===== src/hw/rtl/reaction_combinatorial_factor_macros.svh =====
// Assertion macros shared by the reaction combinatorial factor RTL.
`ifndef REACTION_COMBINATORIAL_FACTOR_MACROS_SVH
`define REACTION_COMBINATORIAL_FACTOR_MACROS_SVH

// Condition must hold at every edge outside reset.
`define RCF_ASSERT_ALWAYS(lbl, clk, rstn, cond, msg) \
  lbl: assert property (@(posedge clk) disable iff (!rstn) (cond)) else $error(msg);

// Consequent must hold in the same cycle as the antecedent.
`define RCF_ASSERT_IMPLIES(lbl, clk, rstn, ante, cons, msg) \
  lbl: assert property (@(posedge clk) disable iff (!rstn) (ante) |-> (cons)) else $error(msg);

`endif


===== src/hw/rtl/rcf_pkg.sv =====
// Shared widths, constants and types of the reaction combinatorial factor block.
package rcf_pkg;

  localparam int unsigned COUNT_W    = 31;
  localparam int unsigned STOICH_W   = 4;
  localparam int unsigned PROD_W     = 64;
  localparam int unsigned MAX_STOICH = 15;
  localparam int unsigned FIFO_DEPTH = 2;

  typedef enum logic [1:0] {
    KIND_ZERO,
    KIND_ONE,
    KIND_LOOP
  } rcf_kind_t;

  typedef struct packed {
    logic [COUNT_W-1:0]  count;
    logic [STOICH_W-1:0] k;
    rcf_kind_t           kind;
    logic                last;
  } rcf_item_t;

endpackage


===== src/hw/rtl/reaction_combinatorial_factor.sv =====
// Top level of the reaction combinatorial factor block: front end, queue and back end.
//
//   channel  direction  handshake            payload
//   in_      input      in_valid/in_ready    molecule_count, stoichiometry, last_reactant
//   out_     output     out_valid/out_ready  combinatorial_factor, overflow, done_res
//
// A reactant that needs no loop goes straight to the back end's finish state; one
// with k loop iterations (k at most 15 after the symmetric reduction) runs the
// shared 32x32 multiplier (two partials per step, four for the product update) and the
// 8-bit-per-cycle divider.
// in_ready follows the queue only, so words are taken while the back end works.
// A finished result waits in the output register; the back end stalls only if a second
// result is due before it is taken. Synchronous reset returns the product to one.
module reaction_combinatorial_factor #(
  parameter int unsigned FIFO_DEPTH = rcf_pkg::FIFO_DEPTH
) (
  input  logic                             clk,
  input  logic                             rst_n,
  input  logic                             in_valid,
  output logic                             in_ready,
  input  logic [rcf_pkg::COUNT_W-1:0]      in_molecule_count,
  input  logic [rcf_pkg::STOICH_W-1:0]     in_stoichiometry,
  input  logic                             in_last_reactant,
  output logic                             out_valid,
  input  logic                             out_ready,
  output logic [rcf_pkg::PROD_W-1:0]       out_combinatorial_factor,
  output logic                             out_overflow,
  output logic                             out_done_res
);

  logic               q_full;
  logic               q_empty;
  logic               q_wr_en;
  logic               q_rd_en;
  rcf_pkg::rcf_item_t q_wr_item;
  rcf_pkg::rcf_item_t q_rd_item;

  rcf_front u_front (
    .in_valid          (in_valid),
    .in_ready          (in_ready),
    .in_molecule_count (in_molecule_count),
    .in_stoichiometry  (in_stoichiometry),
    .in_last_reactant  (in_last_reactant),
    .q_full            (q_full),
    .q_wr_en           (q_wr_en),
    .q_wr_item         (q_wr_item)
  );

  rcf_fifo #(
    .DEPTH (FIFO_DEPTH)
  ) u_fifo (
    .clk     (clk),
    .rst_n   (rst_n),
    .wr_en   (q_wr_en),
    .wr_item (q_wr_item),
    .rd_en   (q_rd_en),
    .rd_item (q_rd_item),
    .full    (q_full),
    .empty   (q_empty)
  );

  rcf_back u_back (
    .clk                      (clk),
    .rst_n                    (rst_n),
    .q_empty                  (q_empty),
    .q_rd_item                (q_rd_item),
    .q_rd_en                  (q_rd_en),
    .out_valid                (out_valid),
    .out_ready                (out_ready),
    .out_combinatorial_factor (out_combinatorial_factor),
    .out_overflow             (out_overflow),
    .out_done_res             (out_done_res)
  );

endmodule


===== src/hw/rtl/rcf_front.sv =====
// Front end: accepts reactant words, clamps and classifies them into queue entries.
module rcf_front (
  input  logic                           in_valid,
  output logic                           in_ready,
  input  logic [rcf_pkg::COUNT_W-1:0]    in_molecule_count,
  input  logic [rcf_pkg::STOICH_W-1:0]   in_stoichiometry,
  input  logic                           in_last_reactant,
  input  logic                           q_full,
  output logic                           q_wr_en,
  output rcf_pkg::rcf_item_t             q_wr_item
);

  logic [rcf_pkg::STOICH_W-1:0] rc;
  logic [rcf_pkg::COUNT_W-1:0]  rc_w;
  logic [rcf_pkg::COUNT_W-1:0]  n_half;

  assign in_ready = !q_full;
  assign q_wr_en  = in_valid && !q_full;

  always_comb begin
    rc = (32'(in_stoichiometry) > rcf_pkg::MAX_STOICH) ?
         rcf_pkg::STOICH_W'(rcf_pkg::MAX_STOICH) : in_stoichiometry;
    rc_w   = rcf_pkg::COUNT_W'(rc);
    n_half = in_molecule_count >> 1;

    q_wr_item.count = in_molecule_count;
    q_wr_item.last  = in_last_reactant;
    q_wr_item.k     = rc;
    if (rc_w > in_molecule_count) begin
      q_wr_item.kind = rcf_pkg::KIND_ZERO;
    end else if (rc == '0 || rc_w == in_molecule_count) begin
      q_wr_item.kind = rcf_pkg::KIND_ONE;
    end else begin
      q_wr_item.kind = rcf_pkg::KIND_LOOP;
      // symmetric reduction: n is below 2*rc here, so n - rc is narrow
      if (rc_w > n_half) begin
        q_wr_item.k = rcf_pkg::STOICH_W'(in_molecule_count - rc_w);
      end
    end
  end

endmodule


===== src/hw/rtl/rcf_fifo.sv =====
// Short queue of classified reactants between front end and back end.
`include "reaction_combinatorial_factor_macros.svh"

module rcf_fifo #(
  parameter int unsigned DEPTH = rcf_pkg::FIFO_DEPTH
) (
  input  logic               clk,
  input  logic               rst_n,
  input  logic               wr_en,
  input  rcf_pkg::rcf_item_t wr_item,
  input  logic               rd_en,
  output rcf_pkg::rcf_item_t rd_item,
  output logic               full,
  output logic               empty
);

  localparam int unsigned PtrW = (DEPTH > 1) ? $clog2(DEPTH) : 1;
  localparam int unsigned CntW = $clog2(DEPTH + 1);

  rcf_pkg::rcf_item_t mem_r [DEPTH];
  logic [PtrW-1:0] wr_ptr_r, wr_ptr_nxt;
  logic [PtrW-1:0] rd_ptr_r, rd_ptr_nxt;
  logic [CntW-1:0] count_r, count_nxt;

  assign full    = (count_r == CntW'(DEPTH));
  assign empty   = (count_r == '0);
  assign rd_item = mem_r[rd_ptr_r];

  always_comb begin
    wr_ptr_nxt = wr_ptr_r;
    rd_ptr_nxt = rd_ptr_r;
    count_nxt  = count_r;
    if (wr_en) begin
      wr_ptr_nxt = (wr_ptr_r == PtrW'(DEPTH - 1)) ? '0 : wr_ptr_r + 1'b1;
    end
    if (rd_en) begin
      rd_ptr_nxt = (rd_ptr_r == PtrW'(DEPTH - 1)) ? '0 : rd_ptr_r + 1'b1;
    end
    if (wr_en && !rd_en) begin
      count_nxt = count_r + 1'b1;
    end else if (rd_en && !wr_en) begin
      count_nxt = count_r - 1'b1;
    end
  end

  always_ff @(posedge clk) begin
    if (!rst_n) begin
      wr_ptr_r <= '0;
      rd_ptr_r <= '0;
      count_r  <= '0;
    end else begin
      wr_ptr_r <= wr_ptr_nxt;
      rd_ptr_r <= rd_ptr_nxt;
      count_r  <= count_nxt;
    end
    if (wr_en) begin
      mem_r[wr_ptr_r] <= wr_item;
    end
  end

  `RCF_ASSERT_IMPLIES(a_no_push_full, clk, rst_n, wr_en, !full, "push into full queue")
  `RCF_ASSERT_IMPLIES(a_no_pop_empty, clk, rst_n, rd_en, !empty, "pop from empty queue")
  `RCF_ASSERT_ALWAYS(a_count_bound, clk, rst_n, count_r <= CntW'(DEPTH), "queue count overrun")

endmodule


===== src/hw/rtl/rcf_div.sv =====
// Iterative divider of a 64-bit word by a 4-bit divisor, 8 quotient bits per cycle.
`include "reaction_combinatorial_factor_macros.svh"

module rcf_div (
  input  logic                              clk,
  input  logic                              rst_n,
  input  logic                              start,
  input  logic [rcf_pkg::PROD_W-1:0]        dividend,
  input  logic [rcf_pkg::STOICH_W-1:0]      divisor,
  output logic                              done,
  output logic [rcf_pkg::PROD_W-1:0]        quotient
);

  localparam int unsigned DigitW = 8;
  localparam int unsigned Steps  = rcf_pkg::PROD_W / DigitW;
  localparam int unsigned StepW  = $clog2(Steps);
  localparam int unsigned DW     = rcf_pkg::STOICH_W;

  logic                          busy_r, busy_nxt;
  logic                          done_r, done_nxt;
  logic [StepW-1:0]              cnt_r, cnt_nxt;
  logic [rcf_pkg::PROD_W-1:0]    dvd_r, dvd_nxt;
  logic [rcf_pkg::PROD_W-1:0]    quo_r, quo_nxt;
  logic [DW-1:0]                 rem_r, rem_nxt;
  logic [DW-1:0]                 dsr_r, dsr_nxt;

  assign done     = done_r;
  assign quotient = quo_r;

  always_comb begin
    logic [DW-1:0]     r;
    logic [DW:0]       t;
    logic [DigitW-1:0] qd;
    busy_nxt = busy_r;
    done_nxt = 1'b0;
    cnt_nxt  = cnt_r;
    dvd_nxt  = dvd_r;
    quo_nxt  = quo_r;
    rem_nxt  = rem_r;
    dsr_nxt  = dsr_r;
    r        = rem_r;
    qd       = '0;
    t        = '0;
    // one restoring step per quotient bit; the remainder stays below the divisor
    for (int j = 0; j < DigitW; j++) begin
      t = {r, dvd_r[rcf_pkg::PROD_W-1-j]};
      if (t >= {1'b0, dsr_r}) begin
        qd[DigitW-1-j] = 1'b1;
        r = DW'(t - {1'b0, dsr_r});
      end else begin
        r = t[DW-1:0];
      end
    end
    if (start) begin
      busy_nxt = 1'b1;
      cnt_nxt  = '0;
      dvd_nxt  = dividend;
      quo_nxt  = '0;
      rem_nxt  = '0;
      dsr_nxt  = divisor;
    end else if (busy_r) begin
      dvd_nxt = dvd_r << DigitW;
      quo_nxt = {quo_r[rcf_pkg::PROD_W-DigitW-1:0], qd};
      rem_nxt = r;
      cnt_nxt = cnt_r + 1'b1;
      if (cnt_r == StepW'(Steps - 1)) begin
        busy_nxt = 1'b0;
        done_nxt = 1'b1;
      end
    end
  end

  always_ff @(posedge clk) begin
    if (!rst_n) begin
      busy_r <= 1'b0;
      done_r <= 1'b0;
      cnt_r  <= '0;
      rem_r  <= '0;
      dsr_r  <= DW'(1);
    end else begin
      busy_r <= busy_nxt;
      done_r <= done_nxt;
      cnt_r  <= cnt_nxt;
      rem_r  <= rem_nxt;
      dsr_r  <= dsr_nxt;
    end
    dvd_r <= dvd_nxt;
    quo_r <= quo_nxt;
  end

  `RCF_ASSERT_IMPLIES(a_rem_below_dsr, clk, rst_n, busy_r, rem_r < dsr_r, "remainder not below divisor")
  `RCF_ASSERT_IMPLIES(a_div_nonzero, clk, rst_n, start, divisor != '0, "divide by zero started")

endmodule


===== src/hw/rtl/rcf_back.sv =====
// Back end: runs the binomial loop and the running product, drives the result register.
`include "reaction_combinatorial_factor_macros.svh"

module rcf_back (
  input  logic                              clk,
  input  logic                              rst_n,
  input  logic                              q_empty,
  input  rcf_pkg::rcf_item_t                q_rd_item,
  output logic                              q_rd_en,
  output logic                              out_valid,
  input  logic                              out_ready,
  output logic [rcf_pkg::PROD_W-1:0]        out_combinatorial_factor,
  output logic                              out_overflow,
  output logic                              out_done_res
);

  localparam int unsigned PW  = rcf_pkg::PROD_W;
  localparam int unsigned HW  = PW / 2;
  localparam int unsigned AW  = 2 * PW;
  localparam int unsigned CW  = rcf_pkg::COUNT_W;
  localparam int unsigned SW  = rcf_pkg::STOICH_W;

  typedef enum logic [2:0] {
    ST_IDLE,
    ST_MUL,
    ST_CHK,
    ST_DIV,
    ST_FIN
  } state_t;

  state_t            state_r, state_nxt;
  logic [CW-1:0]     n_r, n_nxt;
  logic [SW-1:0]     k_r, k_nxt;
  logic              last_r, last_nxt;
  logic [SW-1:0]     i_r, i_nxt;
  logic [PW-1:0]     prod_r, prod_nxt;
  logic              ovf_r, ovf_nxt;
  logic [PW-1:0]     mul_a_r, mul_a_nxt;
  logic [PW-1:0]     mul_b_r, mul_b_nxt;
  logic [AW-1:0]     acc_r, acc_nxt;
  logic [1:0]        mstep_r, mstep_nxt;
  logic [1:0]        mlast_r, mlast_nxt;
  logic              final_r, final_nxt;
  logic              out_valid_r, out_valid_nxt;
  logic [PW-1:0]     out_factor_r, out_factor_nxt;
  logic              out_ovf_r, out_ovf_nxt;

  logic              div_start;
  logic              div_done;
  logic [PW-1:0]     div_quo;

  rcf_div u_div (
    .clk      (clk),
    .rst_n    (rst_n),
    .start    (div_start),
    .dividend (acc_r[PW-1:0]),
    .divisor  (i_r),
    .done     (div_done),
    .quotient (div_quo)
  );

  assign q_rd_en                  = (state_r == ST_IDLE) && !q_empty;
  assign div_start                = (state_r == ST_CHK) && !final_r && (acc_r[AW-1:PW] == '0);
  assign out_valid                = out_valid_r;
  assign out_combinatorial_factor = out_factor_r;
  assign out_overflow             = out_ovf_r;
  assign out_done_res             = 1'b1;

  always_comb begin
    logic [HW-1:0] a_half;
    logic [HW-1:0] b_half;
    logic [PW-1:0] pp;
    logic [AW-1:0] pp_sh;
    state_nxt      = state_r;
    n_nxt          = n_r;
    k_nxt          = k_r;
    last_nxt       = last_r;
    i_nxt          = i_r;
    prod_nxt       = prod_r;
    ovf_nxt        = ovf_r;
    mul_a_nxt      = mul_a_r;
    mul_b_nxt      = mul_b_r;
    acc_nxt        = acc_r;
    mstep_nxt      = mstep_r;
    mlast_nxt      = mlast_r;
    final_nxt      = final_r;
    out_valid_nxt  = out_valid_r && !out_ready;
    out_factor_nxt = out_factor_r;
    out_ovf_nxt    = out_ovf_r;

    // one 32x32 partial product per cycle: step bit 0 picks the half of a, bit 1 of b
    a_half = mstep_r[0] ? mul_a_r[PW-1:HW] : mul_a_r[HW-1:0];
    b_half = mstep_r[1] ? mul_b_r[PW-1:HW] : mul_b_r[HW-1:0];
    pp     = PW'(a_half) * PW'(b_half);
    case (2'(mstep_r[0]) + 2'(mstep_r[1]))
      2'd0:    pp_sh = AW'(pp);
      2'd1:    pp_sh = AW'(pp) << HW;
      default: pp_sh = AW'(pp) << PW;
    endcase

    case (state_r)
      ST_IDLE: begin
        if (!q_empty) begin
          n_nxt    = q_rd_item.count;
          k_nxt    = q_rd_item.k;
          last_nxt = q_rd_item.last;
          state_nxt = ST_FIN;
          if (!ovf_r) begin
            case (q_rd_item.kind)
              rcf_pkg::KIND_ZERO: prod_nxt = '0;
              rcf_pkg::KIND_LOOP: begin
                // first iteration: res = 1, m = n
                i_nxt     = SW'(1);
                mul_a_nxt = PW'(1);
                mul_b_nxt = PW'(q_rd_item.count);
                acc_nxt   = '0;
                mstep_nxt = '0;
                mlast_nxt = 2'd1;
                final_nxt = 1'b0;
                state_nxt = ST_MUL;
              end
              default: ;
            endcase
          end
        end
      end
      ST_MUL: begin
        acc_nxt   = acc_r + pp_sh;
        mstep_nxt = mstep_r + 1'b1;
        if (mstep_r == mlast_r) begin
          state_nxt = ST_CHK;
        end
      end
      ST_CHK: begin
        if (acc_r[AW-1:PW] != '0) begin
          ovf_nxt   = 1'b1;
          prod_nxt  = '1;
          state_nxt = ST_FIN;
        end else if (final_r) begin
          prod_nxt  = acc_r[PW-1:0];
          state_nxt = ST_FIN;
        end else begin
          state_nxt = ST_DIV;
        end
      end
      ST_DIV: begin
        if (div_done) begin
          acc_nxt   = '0;
          mstep_nxt = '0;
          mul_a_nxt = div_quo;
          state_nxt = ST_MUL;
          if (i_r == k_r) begin
            // coefficient complete: fold it into the running product
            mul_a_nxt = prod_r;
            mul_b_nxt = div_quo;
            mlast_nxt = 2'd3;
            final_nxt = 1'b1;
          end else begin
            i_nxt     = i_r + 1'b1;
            mul_b_nxt = PW'(n_r - CW'(i_r));
            mlast_nxt = 2'd1;
          end
        end
      end
      ST_FIN: begin
        if (!last_r) begin
          state_nxt = ST_IDLE;
        end else if (!out_valid_r || out_ready) begin
          out_valid_nxt  = 1'b1;
          out_factor_nxt = prod_r;
          out_ovf_nxt    = ovf_r;
          prod_nxt       = PW'(1);
          ovf_nxt        = 1'b0;
          state_nxt      = ST_IDLE;
        end
      end
      default: state_nxt = ST_IDLE;
    endcase
  end

  always_ff @(posedge clk) begin
    if (!rst_n) begin
      state_r     <= ST_IDLE;
      prod_r      <= PW'(1);
      ovf_r       <= 1'b0;
      out_valid_r <= 1'b0;
      mstep_r     <= '0;
      mlast_r     <= '0;
      final_r     <= 1'b0;
      i_r         <= SW'(1);
      k_r         <= SW'(1);
    end else begin
      state_r     <= state_nxt;
      prod_r      <= prod_nxt;
      ovf_r       <= ovf_nxt;
      out_valid_r <= out_valid_nxt;
      mstep_r     <= mstep_nxt;
      mlast_r     <= mlast_nxt;
      final_r     <= final_nxt;
      i_r         <= i_nxt;
      k_r         <= k_nxt;
    end
    n_r          <= n_nxt;
    last_r       <= last_nxt;
    mul_a_r      <= mul_a_nxt;
    mul_b_r      <= mul_b_nxt;
    acc_r        <= acc_nxt;
    out_factor_r <= out_factor_nxt;
    out_ovf_r    <= out_ovf_nxt;
  end

  `RCF_ASSERT_IMPLIES(a_ovf_saturates, clk, rst_n, ovf_r, prod_r == '1, "overflow without saturated product")
  `RCF_ASSERT_IMPLIES(a_iter_range, clk, rst_n, state_r == ST_DIV, (i_r != '0) && (i_r <= k_r), "loop index out of range")
  `RCF_ASSERT_IMPLIES(a_mstep_range, clk, rst_n, state_r == ST_MUL, mstep_r <= mlast_r, "multiply step past last partial")

endmodule

===== config.mk =====
export PLATFORM = sky130hd
export DESIGN_NAME = reaction_combinatorial_factor
export DESIGN_NICKNAME = d
export VERILOG_FILES = /design/src/hw/rtl/rcf_pkg.sv /design/src/hw/rtl/reaction_combinatorial_factor.sv /design/src/hw/rtl/rcf_front.sv /design/src/hw/rtl/rcf_fifo.sv /design/src/hw/rtl/rcf_div.sv /design/src/hw/rtl/rcf_back.sv
export VERILOG_INCLUDE_DIRS = /design/src /design/src/hw/rtl
export SDC_FILE = /design/constraint.sdc
export NUM_CORES = 2
export LEC_CHECK = 0
export ABC_AREA = 1
export BUFFER_PORTS_ARGS = -buffer_cell sky130_fd_sc_hd__buf_2
export CORE_ASPECT_RATIO = 0.8
export CORE_MARGIN = 2
export CORE_UTILIZATION = 60
export DETAILED_ROUTE_END_ITERATION = 6
export PLACE_DENSITY = 0.76
export SLEW_MARGIN = 10
export SYNTH_ARGS = -nofsm -noshare
export SYNTH_HDL_FRONTEND = slang
export SYNTH_SLANG_ARGS = --single-unit

===== constraint.sdc =====
create_clock -name clk -period 28.2 [get_ports clk]
set_input_delay 7.05 -clock clk [delete_from_list [all_inputs] [get_ports clk]]
set_output_delay 7.05 -clock clk [all_outputs]
set_load 0.01 [all_outputs]

==> Word-level counts from Yosys, hierarchy flattened <==
Memories as Yosys holds them, arrays and structs flattened. A register that Yosys moved wholly into a read port is not among the register bits.
Cells that the tools add are included.
{ "word_totals": {"memories": 1, "in_bits": 40, "regBits": 580, "ramBits": 76, "elab_cells": 227} }
{ "mem_list": {"columns": ["name", "words", "width", "rd", "rd_ports_with_merged_regs", "write_ports", "line_no", "text"], "rows": [
  ["u_fifo.mem_r", 2, 38, 1, 1, 1, "rcf_fifo.sv:20", "rcf_pkg::rcf_item_t mem_r [DEPTH];"]
]} }
{ "op_classes": {"bitwise": 3, "multipliers": 1, "add_sub_neg": 19, "eq_ne": 24, "n_mux": 103, "reduce_logical": 40, "n_lt_le_gt_ge": 10} }
{ "op_table": {"columns": ["cell", "count"], "rows": [
  ["64-bit two-way mux", 19],
  ["128-bit two-way mux", 4],
  ["128-bit case mux with 3 select lines", 1],
  ["128-bit case mux with 2 select lines", 1],
  ["64-bit case mux with 2 select lines", 2],
  ["64-bit case mux with 3 select lines", 1],
  ["128-bit adder", 1],
  ["64-bit logical NOT", 1],
  ["32-bit by 32-bit multiplier with 64-bit output", 1],
  ["32-bit two-way mux", 2],
  ["4-bit two-way mux", 16],
  ["64-bit nonzero test", 1],
  ["5-bit by 4-bit >= comparator with 1-bit output", 8],
  ["4-bit subtractor", 9],
  ["31-bit by 4-bit subtractor with 32-bit output", 1],
  ["4-bit by 31-bit == test with 1-bit output", 1],
  ["4-bit by 31-bit > comparator with 1-bit output", 1],
  ["4-bit by 30-bit > comparator with 1-bit output", 1],
  ["1-bit two-way mux", 29],
  ["3-bit two-way mux", 9],
  ["2-bit two-way mux", 13],
  ["3-bit case mux with 5 select lines", 1],
  ["2-bit inequality test, second input constant", 7],
  ["6-bit AND reduction", 2],
  ["36 further kinds", 68]
]} }

==> Depth between registers and ports, before layout <==
{ "logic_depth": {"depth_word": 16, "ltp_mapped": 76, "depth_no_buf": 76} }

==> By module <==
Synthesis repeated with hierarchy kept, for this count alone.
{ "unflattened": {"hier_cells": 9272, "hier_area_um2": 73491.7} }
{ "modules_own_cells": {"columns": ["module", "cells_per_inst", "seq_area_each_um2", "area_per_inst_um2", "instances"], "rows": [
  ["rcf_back", 8136, 12241.7, 62436.1, 1],
  ["rcf_div", 815, 3463.3, 7059.3, 1],
  ["rcf_fifo", 153, 2382.3, 3051.7, 1],
  ["rcf_front", 168, 0.0, 944.7, 1]
]} }

==> Worst setup path before layout <==
Ideal clock, no wire load.
{ "synth_timing": {"path_type": "reg-to-reg", "from": "register u_back.u_div.dsr_r[1]", "to": "register u_back.u_div.rem_r[2]", "stages_incl_launch_ff": 75, "n_path_buf": 0, "required_ns": 28.141, "synth_period_minus_slack_ns": 10.652, "setup_ns": 0.059, "path_slack_ns": 17.548, "arrival_time_ns": 10.593, "cell_sequence": "dfxtp_1 -> inv_1 -> ha_1 -> nand2_1 -> clkinv_1 -> nand2_1 -> nand2_1 -> nand2_2 -> nand2_4 -> o21ai_1 -> inv_1 -> ha_1 -> a21oi_1 -> o21bai_1 -> nor2_1 -> nand3_4 -> nand2_1 -> o21ai_1 -> [39 not listed] -> nor2_1 -> a311oi_1 -> nand3_4 -> inv_2 -> nand2_1 -> o21ai_2 -> ha_1 -> a21oi_1 -> nand2_1 -> nand2_1 -> nand2_1 -> inv_1 -> nand3_4 -> nor2_4 -> nand2_1 -> nand2_1 -> nand2_1 -> nand2_1"} }
{ "synth_via": {"elab_chain_len": 16, "word_cells_on_any_way": 24} }
{ "synth_lines": {"columns": ["item", "line_no", "text"], "rows": [
  ["start, declared", "rcf_div.sv:25", "logic [DW-1:0] dsr_r, dsr_nxt;"],
  ["start signal, assigned", "rcf_div.sv:85", "dsr_r <= dsr_nxt;"],
  ["4-bit subtractor or 5-bit by 4-bit >= comparator with 1-bit output (tied branches)", "rcf_div.sv:49, rcf_div.sv:47", null],
  ["4-bit two-way mux", "rcf_div.sv:47", "if (t >= {1'b0, dsr_r}) begin"],
  ["4-bit subtractor or 5-bit by 4-bit >= comparator with 1-bit output (tied branches)", "rcf_div.sv:49, rcf_div.sv:47", null],
  ["4-bit two-way mux", "rcf_div.sv:47", null],
  ["4-bit subtractor or 5-bit by 4-bit >= comparator with 1-bit output (tied branches)", "rcf_div.sv:49, rcf_div.sv:47", null],
  ["4-bit two-way mux", "rcf_div.sv:47", null],
  ["5-bit by 4-bit >= comparator with 1-bit output or 4-bit subtractor (tied branches)", "rcf_div.sv:47, rcf_div.sv:49", null],
  ["4-bit two-way mux", "rcf_div.sv:47", null],
  ["4-bit subtractor or 5-bit by 4-bit >= comparator with 1-bit output (tied branches)", "rcf_div.sv:49, rcf_div.sv:47", null],
  ["4-bit two-way mux", "rcf_div.sv:47", null],
  ["4-bit subtractor or 5-bit by 4-bit >= comparator with 1-bit output (tied branches)", "rcf_div.sv:49, rcf_div.sv:47", null],
  ["4-bit two-way mux", "rcf_div.sv:47", null],
  ["5-bit by 4-bit >= comparator with 1-bit output or 4-bit subtractor (tied branches)", "rcf_div.sv:47, rcf_div.sv:49", null],
  ["4-bit two-way mux", "rcf_div.sv:47", null],
  ["4-bit subtractor or 5-bit by 4-bit >= comparator with 1-bit output (tied branches)", "rcf_div.sv:49, rcf_div.sv:47", null],
  ["4-bit two-way mux *", "rcf_div.sv:47", null],
  ["end signal, assigned", "rcf_div.sv:84", "rem_r <= rem_nxt;"],
  ["end, declared", "rcf_div.sv:24", "logic [DW-1:0] rem_r, rem_nxt;"]
]} }
Every way passes the cells marked *; elsewhere a longest branch is shown, timed or not.
A chain may end at the register's enable or synchronous reset.

==> Worst setup path after layout <==
{ "layout_timing": {"from": "register u_back.mstep_r[0]", "to": "register u_back.acc_r[78] (data pin)"} }
{ "layout_via": {"elab_chain_len": 5, "word_cells_on_any_way": 8} }
{ "layout_lines": {"columns": ["item", "line_no", "text"], "rows": [
  ["start, declared", "rcf_back.sv:41", "logic [1:0] mstep_r, mstep_nxt;"],
  ["start signal, assigned", "rcf_back.sv:197", "mstep_r <= mstep_nxt;"],
  ["32-bit two-way mux or 1-bit by 1-bit adder with 2-bit output (tied branches)", "rcf_back.sv:92, rcf_back.sv:95", null],
  ["32-bit by 32-bit multiplier with 64-bit output, or another cell as far along", "rcf_back.sv:94", "pp = PW'(a_half) * PW'(b_half);"],
  ["128-bit case mux with 2 select lines *", "rcf_back.sv:95", "case (2'(mstep_r[0]) + 2'(mstep_r[1]))"],
  ["128-bit adder *", "rcf_back.sv:128", "acc_nxt = acc_r + pp_sh;"],
  ["128-bit case mux with 3 select lines *", "rcf_back.sv:101", "case (state_r)"],
  ["end signal, assigned", "rcf_back.sv:207", "acc_r <= acc_nxt;"],
  ["end, declared", "rcf_back.sv:40", "logic [AW-1:0] acc_r, acc_nxt;"]
]} }
Marks and branches as above.

==> summary.txt <==
STA
  – RSZ-0062 raised after global routing: false
  – Hold Vio Cnt, Final: 0
  – Final worst-path cycle share: 0.4953
  – Max-slew violations: 0
  – Highest Clock Rate: roughly 72 MHz
  – Setup_tns: 0 ns
  – Setup Skew: roughly 0.045 ns
  – Worst-margin pin slew: around 1.3 ns
  – Final setup viols: 0
  – Slew margin rel.: 0.1304
  – Period minus WS final: 13.97 ns

Route
  – # DRC: 0
  – Wire length on met2: 104,200 um
  – Drt pass-1 iters: 6
  – Total number of vias: 61,040
  – Max Used Layer: met5
  – DRT iter0 DRCs: roughly 8,200
  – Vias/cell: 6.026
  – Post-Route M1 WL: between 100,000 and 150,000 um
  – DR WL/cell: around 25 um
  – Final wirelength: approximately 260,000 um
  – Antenna-violating nets left: 0
  – Met3 WL post-DR: 38,990 um

Cells and area
  – Sequential Area: 18,090 um^2
  – Number of fill cells in the layout: 9,939
  – Layout cell share with drive strength beyond 1: 0.05894
  – Multi-input gate area: 44,630 um^2
  – Nets: 9,916
  – Area delta synth->final: 7.015%

Yosys
  – Largest area contributor in the netlist: fa_1
  – Register area share after synthesis: 0.2568
  – Most common library cells after synthesis: 1,748 x nand2_1, 1,738 x inv_1, 907 x fa_1
  – FFs w/ async S/R, synth: 0
  – Post-synth net total: 9,919
  – Post-Syn Area per Cell: 8.258 um^2
  – Synth Area in Simple Gates: 0.1652
  – Post-Synth XOR/XNOR Area: 0.01331
  – Synth Cell Area: a little over 70,000 um^2
  – Compound-gate portion of the synthesized area: 0.1164
  – FF+latch count, synth: 657
  – Fraction of synthesized area in multiplexers: 0.0004264
  – Synth unique cells: 70
  – Area share of fa/ha/maj cells after synthesis: 0.3365
  – Largest family of logic cells by synthesized area: adder cells
  – Post-synthesis instance total: 8,529
  – Synth Warn #: 0
  – Main synth FF type: edfxtp_1
  – Synth top area share: 0.2578
  – Count leader, synth: nand2_1
  – Top post-synthesis cells by area: fa_1 26%, edfxtp_1 21%, nand2_1 9.3%
  – EDFF count, synth: 493

Worst setup path
  – Slowest stage cell, crit path: clkinv_1
  – Top delay family on crit path: compound AO/OA/AOI/OAI gates
  – Worst Reg2Reg Path Length in Cells: 43
  – WP data required: 28.59 ns
  – Setup CP Type: flip-flop to flip-flop
  – Crit Path Max Fanout: 34
  – Worst Path Buf+Inv: 10
  – Crit path DAT: 14.36 ns
  – CP peak stage delay: 0.90 ns
  – WP depth: 43
  – Crit. End Element: flip-flop
  – Startpoint Class: flip-flop

GRT
  – Initial antenna violation count: 8
  – Largest net degree at the start of global routing: 130
  – First-pass GRT wire length: roughly 380,000 um
  – Vias in the first global route: 59,830
  – Remaining global-route overflow: 0
  – GRT Util Overall: 0.4282

Outcome
  – Status: completed

Floorplanning
  – Die area: 120,200 um^2
  – Io pins: 108
  – Initial Util: 0.6041
  – Die height: around 310 um
  – Die Span X: about 390 um
  – Core Box Area: about 120,000 um^2
  – FP Rows: 112

Clocking
  – CTS tree: yes
  – Max clock buf depth: 3
  – # clock sinks: 657
  – Number of H-tree levels: 3
  – CTS root buffer: clkbuf_16
  – Post-cts resize count: 0
  – Clk_lat worst skew: between 0.7 and 0.8 ns
  – Post-CTS Setup Repair Bufs: 0
  – Hold_buf cts: 0
  – Worst-path clk slew: ~0.070 ns
  – Total CTS buffers: 71

Placement
  – DP HPWL: 202,600 um
  – Port-buffer cells: 106
  – GPL Wtd Cong: 1.102

Worst hold path
  – Hold Crit Depth: 2
  – Hold Path Class: flip-flop to flip-flop

Run
  – Max-cap check violation count: 0
-- path summary, 6_finish.rpt --
kind,from,end,slack [ns]
max,u_back.mstep_r[0]$_SDFFE_PN0P_,u_back.acc_r[78]$_SDFFCE_PN0P_,14.23
min,u_back.u_div.quotient[59]$_SDFFE_PP0P_,u_back.u_div.quotient[59]$_SDFFE_PP0P_,0.47
max reg2reg,u_back.mstep_r[0]$_SDFFE_PN0P_,u_back.acc_r[78]$_SDFFCE_PN0P_,14.23
min reg2reg,u_back.u_div.quotient[59]$_SDFFE_PP0P_,u_back.u_div.quotient[59]$_SDFFE_PP0P_,0.47
-- per-layer routing --
layer / track usage / up-vias
li1: - / 26770
met1: 0.5979 / 29610
met2: 0.6105 / 4026
met3: 0.1594 / 628
met4: 0.1551 / 10
met5: 0.003162 / -
-- stage by stage --
| step | utilization | std cells | instance area (um^2) | hold slack, ns | setup slack (ns) |
|---|---|---|---|---|---|
| after floorplan | - | 8529 | 70430 | 0.4257 | 17.55 |
| after global routing | 0.6464 | 10120 | 75360 | 0.4764 | 13.70 |
| after CTS | 0.6464 | 10120 | 75360 | 0.4663 | 14.66 |
| after detailed placement | 0.6243 | 9992 | 72790 | 0.4488 | 14.71 |
| final | 0.6465 | 10130 | 75370 | 0.4693 | 14.23 |
| after global placement | 0.6243 | 9991 | 72790 | 0.4369 | 14.70 |
-- state kept, by name, indices dropped and copies added, names as in the netlist, 2 cells and up, named ones only --
register,cells
u_back.u_div.dsr_r,4
u_back.prod_r,64
u_back.n_r,31
u_back.out_combinatorial_factor,64
u_back.k_r,4
u_back.u_div.rem_r,4
u_back.i_r,4
u_back.acc_r,128
u_back.mul_b_r,64
u_fifo.count_r,2
u_back.mstep_r,2
u_fifo.mem_r,76
u_back.u_div.quotient,64
u_back.state_r,3
u_back.u_div.cnt_r,3
u_back.mlast_r,2
u_back.mul_a_r,64
u_back.u_div.dvd_r,64
-- final cells by class --
class | count | area share
multi-input cells | 5785 | 0.5921
flip-flops and latches | 657 | 0.2400
inverters | 1783 | 0.08881
clock buffers | 102 | 0.02815
well taps | 1539 | 0.02555
repair buffers | 228 | 0.01932
clock inverters | 30 | 0.005910
diodes | 5 | 0.0001660
-- worst min-delay path, stage by stage, from the launching register on --
cell     delay (ns)
dfxtp_1        0.33
a22oi_1        0.07
inv_1          0.05
-- cell families (layout without fill, tap and decap cells) --
logic type,count (synthesis),count (layout)
simple gates,2894,2894
buf+inv,2087,2143
other cells,1,6
mux,3,3
compound gates,1430,1430
xor+xnor,107,107
flops,657,657
fa+ha+maj,1350,1350
-- cell usage in the layout (no fill, tap or decap), types with 7 or more instances in the layout --
cell | synthesis | layout
nand2_1 | 1748 | 1745
clkbuf_1 | 288 | 16
a31oi_1 | 74 | 74
o21a_1 | 69 | 69
a211oi_1 | 55 | 55
nor2_1 | 842 | 835
o211ai_1 | 41 | 41
or2_2 | 70 | 70
nand3_4 | 7 | 7
nand4_1 | 20 | 20
xnor2_1 | 48 | 48
o221ai_1 | 20 | 20
nor2_4 | 1 | 8
fa_1 | 907 | 907
o21ai_0 | 440 | 424
a21o_1 | 12 | 12
inv_1 | 1738 | 1736
clkbuf_16 | 0 | 78
a21oi_1 | 494 | 493
nand2_4 | 5 | 7
clkbuf_8 | 0 | 8
buf_4 | 1 | 120
a21boi_0 | 8 | 8
xor2_1 | 59 | 59
o21ai_1 | 56 | 66
inv_2 | 23 | 24
a22oi_1 | 58 | 58
clkinv_1 | 22 | 24
buf_2 | 3 | 107
nand2_2 | 13 | 14
ha_1 | 443 | 443
dfxtp_1 | 164 | 164
nor3_1 | 39 | 37
edfxtp_1 | 493 | 493
nor4_1 | 35 | 35
nand3_1 | 90 | 90
o22ai_1 | 52 | 52
o21bai_1 | 13 | 13
o21ai_2 | 3 | 9
Power is not shown: default switching activity piles up to over one toggle a cycle in this logic, so the estimate is an artifact.
